===== src/rtl/lidar_scan_to_occupancy_grid_top_defines.svh =====
// Assertion macros shared by the occupancy grid RTL.
// Included by the modules that carry concurrent assertions; needs no other file.
`ifndef LIDAR_SCAN_TO_OCCUPANCY_GRID_TOP_DEFINES_SVH
`define LIDAR_SCAN_TO_OCCUPANCY_GRID_TOP_DEFINES_SVH

// Same-cycle implication, disabled while reset is asserted.
`define LSOG_ASSERT_NOW(label, ck, rstn, ante, cons) \
label: assert property (@(posedge ck) disable iff (!rstn) (ante) |-> (cons)) \
	else $error("lsog: same-cycle check failed");

// Next-cycle implication, disabled while reset is asserted.
`define LSOG_ASSERT_NEXT(label, ck, rstn, ante, cons) \
label: assert property (@(posedge ck) disable iff (!rstn) (ante) |=> (cons)) \
	else $error("lsog: next-cycle check failed");

`endif


===== src/rtl/lsog_pkg.sv =====
// Shared constants, types and tables of the occupancy grid block.
// Used by every module of the block; depends on nothing.
package lsog_pkg;

	localparam int HALF_CELLS      = 64;
	localparam int BEAM_INDEX_BITS = 12;
	localparam int CORDIC_STAGES   = 16;

	localparam int GRID_SIDE   = 2 * HALF_CELLS;
	localparam int CELL_BITS   = $clog2(GRID_SIDE);
	localparam int ADDR_BITS   = 2 * CELL_BITS;
	localparam int GRID_CELLS  = GRID_SIDE * GRID_SIDE;

	localparam int INV_GAIN_Q16 = 39797;
	localparam int XY_W         = 36;
	localparam int Z_W          = 34;
	localparam int CS_W         = 10;
	localparam int OFS_W        = (CELL_BITS + 13 > 20) ? CELL_BITS + 13 : 20;

	localparam int QUEUE_DEPTH = 4;
	localparam int QPTR_W      = $clog2(QUEUE_DEPTH);
	localparam int QCNT_W      = $clog2(QUEUE_DEPTH + 1);

	localparam logic [31:0] ATAN_TURN32 [24] = '{
		32'h20000000, 32'h12E4051E, 32'h09FB385B, 32'h051111D4, 32'h028B0D43, 32'h0145D7E1,
		32'h00A2F61E, 32'h00517C55, 32'h0028BE53, 32'h00145F2F, 32'h000A2F98, 32'h000517CC,
		32'h00028BE6, 32'h000145F3, 32'h0000A2F9, 32'h0000517C, 32'h000028BE, 32'h0000145F,
		32'h00000A2F, 32'h00000517, 32'h0000028B, 32'h00000145, 32'h000000A2, 32'h00000051
	};

	typedef enum logic [1:0] {
		ST_MARKED   = 2'd0,
		ST_REJECTED = 2'd1,
		ST_OUTSIDE  = 2'd2,
		ST_READ     = 2'd3
	} status_t;

	typedef enum logic [2:0] {
		REG_RANGE_MIN   = 3'd0,
		REG_RANGE_MAX   = 3'd1,
		REG_ANGLE_START = 3'd2,
		REG_ANGLE_STEP  = 3'd3,
		REG_CELL_SIZE   = 3'd4
	} reg_index_t;

	typedef struct packed {
		logic [15:0]        rng_lo;
		logic [15:0]        rng_hi;
		logic [15:0]        angle_start;
		logic [15:0]        angle_step;
		logic [CS_W-1:0]    cell_size;   // never zero
	} cfg_t;

	typedef struct packed {
		status_t                status;
		logic [6:0]             out_x;
		logic [6:0]             out_y;
		logic [ADDR_BITS-1:0]   addr;
		logic                   beyond;
	} qent_t;

endpackage


===== src/rtl/lsog_queue.sv =====
// Short queue that decouples the front end from the grid back end.
// Uses lsog_pkg and the assertion macros header.
`include "lidar_scan_to_occupancy_grid_top_defines.svh"
module lsog_queue import lsog_pkg::*; (
	input  logic  clk,
	input  logic  arst_n,
	input  logic  push,
	input  qent_t push_data,
	output logic  push_ok,
	output logic  pop_valid,
	input  logic  pop,
	output qent_t pop_data
);

	qent_t              buf_q [QUEUE_DEPTH];
	logic [QPTR_W-1:0]  wp_q, rp_q;
	logic [QCNT_W-1:0]  cnt_q;

	assign push_ok   = (cnt_q < QCNT_W'(QUEUE_DEPTH)) || pop;
	assign pop_valid = cnt_q != '0;
	assign pop_data  = buf_q[rp_q];

	always_ff @(posedge clk or negedge arst_n) begin
		if (!arst_n) begin
			wp_q  <= '0;
			rp_q  <= '0;
			cnt_q <= '0;
		end else begin
			if (push) begin
				wp_q <= wp_q + 1'b1;
			end
			if (pop) begin
				rp_q <= rp_q + 1'b1;
			end
			if (push && !pop) begin
				cnt_q <= cnt_q + 1'b1;
			end else if (pop && !push) begin
				cnt_q <= cnt_q - 1'b1;
			end
		end
	end

	always_ff @(posedge clk) begin
		if (push) begin
			buf_q[wp_q] <= push_data;
		end
	end

	`LSOG_ASSERT_NOW(a_cnt_bound, clk, arst_n, 1'b1, cnt_q <= QCNT_W'(QUEUE_DEPTH))
	`LSOG_ASSERT_NOW(a_no_pop_empty, clk, arst_n, pop, cnt_q != '0)
	`LSOG_ASSERT_NEXT(a_drain, clk, arst_n, pop && !push, cnt_q == $past(cnt_q) - 1'b1)

endmodule


===== config.mk =====
export PLATFORM = sky130hd
export DESIGN_NAME = lsog_queue
export DESIGN_NICKNAME = d
export VERILOG_FILES = /design/src/rtl/lsog_pkg.sv /design/src/rtl/lsog_queue.sv
export VERILOG_INCLUDE_DIRS = /design/src /design/src/rtl
export SDC_FILE = /design/constraint.sdc
export NUM_CORES = 1
export LEC_CHECK = 0
export BUFFER_PORTS_ARGS = -buffer_cell sky130_fd_sc_hd__buf_2
export CAP_MARGIN = 20
export CELL_PAD_IN_SITES_DETAIL_PLACEMENT = 1
export CELL_PAD_IN_SITES_GLOBAL_PLACEMENT = 1
export CORE_ASPECT_RATIO = 0.6
export CORE_MARGIN = 10
export CORE_UTILIZATION = 45
export DETAILED_ROUTE_END_ITERATION = 10
export PLACE_DENSITY = 0.83
export SYNTH_ARGS = -nofsm -noshare
export SYNTH_HDL_FRONTEND = slang
export SYNTH_SLANG_ARGS = --single-unit

===== constraint.sdc =====
create_clock -name clk -period 5.62 [get_ports clk]
set_input_delay 0 -clock clk [delete_from_list [all_inputs] [get_ports clk]]
set_output_delay 0 -clock clk [all_outputs]
set_load 0.03 [all_outputs]

Word-level counts from Yosys, hierarchy flattened
Memory sizes are Yosys's and may differ from the RTL's.
Index checks and enable logic that the tools add are counted.
- reduce and logical (&&, ||, !) cells: 7
- add/subtract/negate cells: 4
- order comparisons: 1
- mux-type cells: 4
- operator list (kind ; count):
    3-bit two-way mux ; 2
    2-bit by 1-bit adder with 2-bit output (second input constant) ; 2
    3-bit by 1-bit adder with 3-bit output (second input constant) ; 1
    3-bit less-than comparator (second input constant) ; 1
    3-bit nonzero test ; 1
    3-bit by 1-bit subtractor with 3-bit output (second input constant) ; 1
    1-bit logical AND ; 2
    1-bit logical NOT ; 2
    1-bit two-way mux ; 2
    2-bit nonzero test ; 1
    1-bit logical OR ; 1
- logic and storage cells: 20
- flip-flop bits (word level): 7
- memory bits (writable): 124
- memories kept: 1
- output and inout bits: 33
- memories (memory ; words ; bits a word ; read ports ; clocked after Yosys merged registers in ; wr ports ; line ; source):
    buf_q ; 4 ; 31 ; 1 ; 0 ; 1 ; lsog_queue.sv:15 ; qent_t buf_q [QUEUE_DEPTH];

Longest topological paths before layout
- word-level depth: 4
- gate-level depth with buffers: 7
- mapped depth without buffers: 7

Least setup slack after synthesis
OpenSTA, ideal clock, no wires.
- kind: flip-flop to flip-flop
- start: reg wp_q[0]
- end: mem buf_q[2][0] (netlist bit) (enable)
- setup time: 0.391 ns
- arrival: 1.388 ns
- period minus slack after synthesis: 1.779 ns
- data required time: 5.229 ns
- path slack: 3.841 ns
- cell stages (with the launch flop): 4
- cells stage by stage: dfrtp_1 inv_1 ha_1 and2_1
- RTL lines (item ; line ; source):
    start: declaration ; lsog_queue.sv:16 ; logic [QPTR_W-1:0] wp_q, rp_q;
    start signal: assignment ; lsog_queue.sv:30 ; wp_q <= wp_q + 1'b1;
    end: declaration ; lsog_queue.sv:15 ;
Straight into the memory's write port.

==> flow_summary.ini <==
[worst_setup_path]
start_kind = flip-flop
worstPathMaxFanout = 19
critPathCaptureType = output pin
critPathKind = reg -> out
required_ns = 5.62
arrival_ns = 2.18

[yosys]
yosys_warnings = 0
avgSynthCellArea_sq_um = 25.0
synth-simple-area-share_pct = 0.943
ys_seq_elements = 131
synth_area_sq_um = 4910
synth_top_family_by_area = multiplexers
synth_nets = 237
synth-compound-area-share_pct = 0.102
yosys.area_share.xor_xnor_pct = 1.07
netlist_instances = 196
synth_mux_area_share_pct = 14.7
ys_seq_area_share_pct = 79.4
synthAdderAreaFrac_pct = 1.68
synth_cell_types = 18

[power]
ir_drop_v = 0.000334
p_per_area_nw_per_um2 = 563
power.leakage_nw = 2.25

[routing]
drt_iter0_drc = 110
drc = 0
ant_nets = 0
drtPass1Iterations = 4
finalWirelength_mm = 9.79
viasPerCell = 5.09
wire_per_inst_microns = 21.1
vias = 2361

[global_routing]
grt_max_degree = 34
first_global_vias = 2792
antenna_found_initial = 0
track_usage_pct = 13.2
grt.overflow.total = 0
grt_pass1_wl_mm = 15.5

[timing]
finalHoldViolations = 0
tightest_slew_ns = 0.884
tns_ns = 0
fin_crit_sh_pct = 38.8
relSlewSlack_pct = 41.1
setup_slack_ns = 3.44
fmax_mhz = 458
rsz0062_at_grt = no
setup_viol = 0
fin_worst_skew_ns = 0.00430
min_period_ns = 2.18
slew_violations = 0

[layout]
fillers = 902
final_common_cell = edfxtp_1
drive_gt1_share_pct = 40.9
syn2layout_area_growth_pct = 28.6
antennaDiodeCount = 0
multi_input_area_sq_um = 912
layout_common_cells = edfxtp_1 (124), buf_2 (67), dlygate4sd3_1 (35), mux4_2 (28), clkbuf_16 (17)
fin_util_pct = 59.5
register_area_sq_um = 3900
fin_nets = 353

[floorplanning]
core_region_area_sq_um = 10600
die-area_sq_um = 15600
ios = 68
start_util_pct = 46.3
rows = 29
die_h_microns = 101
die_w_microns = 155

[clock_tree]
cts_root_buf = clkbuf_16
cts_tree = built
worst_skew_pair.late_latency_ns = 0.41
post_cts_resized = 0
clock_path_buffers = 2
htree_levels = 4
cts_buffers = 17
clkTransAtPathRegs_ns = 0.06
numClockSinks = 131

[run]
max-cap-violations = 0

[placement]
hpwl_mm = 6.02
numPortBuffers = 67
place_ws_ns = 3.58
gp_congestion = 0.695

[run_status]
outcome = completed

[worst_hold_path]
hold_class = in -> reg
-- layout make-up --
class	instances	share of cell area, %
clock buffer	19	6.86
clock inverter	13	2.56
multi-input combinational	54	14.5
inverter	4	0.238
timing repair buffer	104	11.3
tap	139	2.76
sequential	131	61.8
-- layer usage --
layer	vias to the layer above	track usage, %	wire, microns	part of all wire, %
met2	64	21.2	4910	50
li1	1059	-	-	-
met1	1224	16.0	4240	43
met3	14	5.16	528	5.4
met4	0	4.77	112	1.1
met5	-	0	0	0
-- worst max-delay path, cell delays in order (launching register included) --
cell and delay, ns:
dfrtp_1 0.78, buf_4 0.42, mux4_2 0.37, buf_2 0.20
-- stage by stage --
stage / power [mW] / instance area (sq um) / hold slack [ns] / std cells
finish: 3.55 / 6310 / 0.343 / 464
global route: 3.73 / 6310 / 0.343 / 464
CTS: 3.59 / 6290 / 0.325 / 463
detailed placement: 2.47 / 5340 / -0.152 / 396
global placement: 2.43 / 5340 / -0.156 / 396
floorplan: 2.20 / 4910 / -0.296 / 196
-- registers in the layout, indices dropped and copies added, names as in the netlist --
register	cells
buf_q	124
rp_q	2
wp_q	2
cnt_q	3
-- power by group --
part	total [mW]	internal [mW]	switching [mW]
combinational	1.06	0.408	0.656
clock	1.09	0.696	0.398
sequential	1.39	1.29	0.107
total	3.55	2.39	1.16
-- path summary, 6_finish.rpt --
path                                    start           end  slack [ns]  depth (start not counted)
worst min register to register       cnt_q[2]      cnt_q[2]        0.49                          1
min in group asynchronous              arst_n      cnt_q[2]        0.56                          3
max in group asynchronous              arst_n       rp_q[0]        4.79                          3
worst max register to register        wp_q[0]  buf_q[2][30]        3.83                          3
worst max-delay path                  rp_q[1]   pop_data[2]        3.44                          3
worst min-delay path            push_data[28]  buf_q[1][28]        0.34                          2
-- synth_stat cells --
cell type  count  area share, %
buf_12         3            1.2
dfrtp_1        7            3.6
buf_6          1           0.23
o21ai_0        1           0.10
and2_1         4           0.51
ha_1           5            1.3
mux4_1         3            1.6
edfxtp_1     124             76
inv_1          4           0.31
nand2_1        3           0.23
nor2_1         1          0.076
buf_2          3           0.31
xnor2_1        2           0.36
or3_1          1           0.13
mux2_2         1           0.23
mux4_2        28             13
fa_1           1           0.41
xor2_1         4           0.71
-- what timing repair did --
item,CTS,global route
hold buffers,35,0
hold endpoints to repair,135,0
setup buffers,0,0
-- cells by family (layout without fill, tap and decap cells) --
logic type	after synthesis	count (layout)
flip-flops	131	131
multiplexers	32	32
buffers and inverters	11	140
AND/OR/NAND/NOR	9	9
adder cells (fa/ha/maj)	6	6
XOR/XNOR	6	6
AO/OA/AOI/OAI	1	1
No activity file was read; power rests on OpenSTA's default activity.
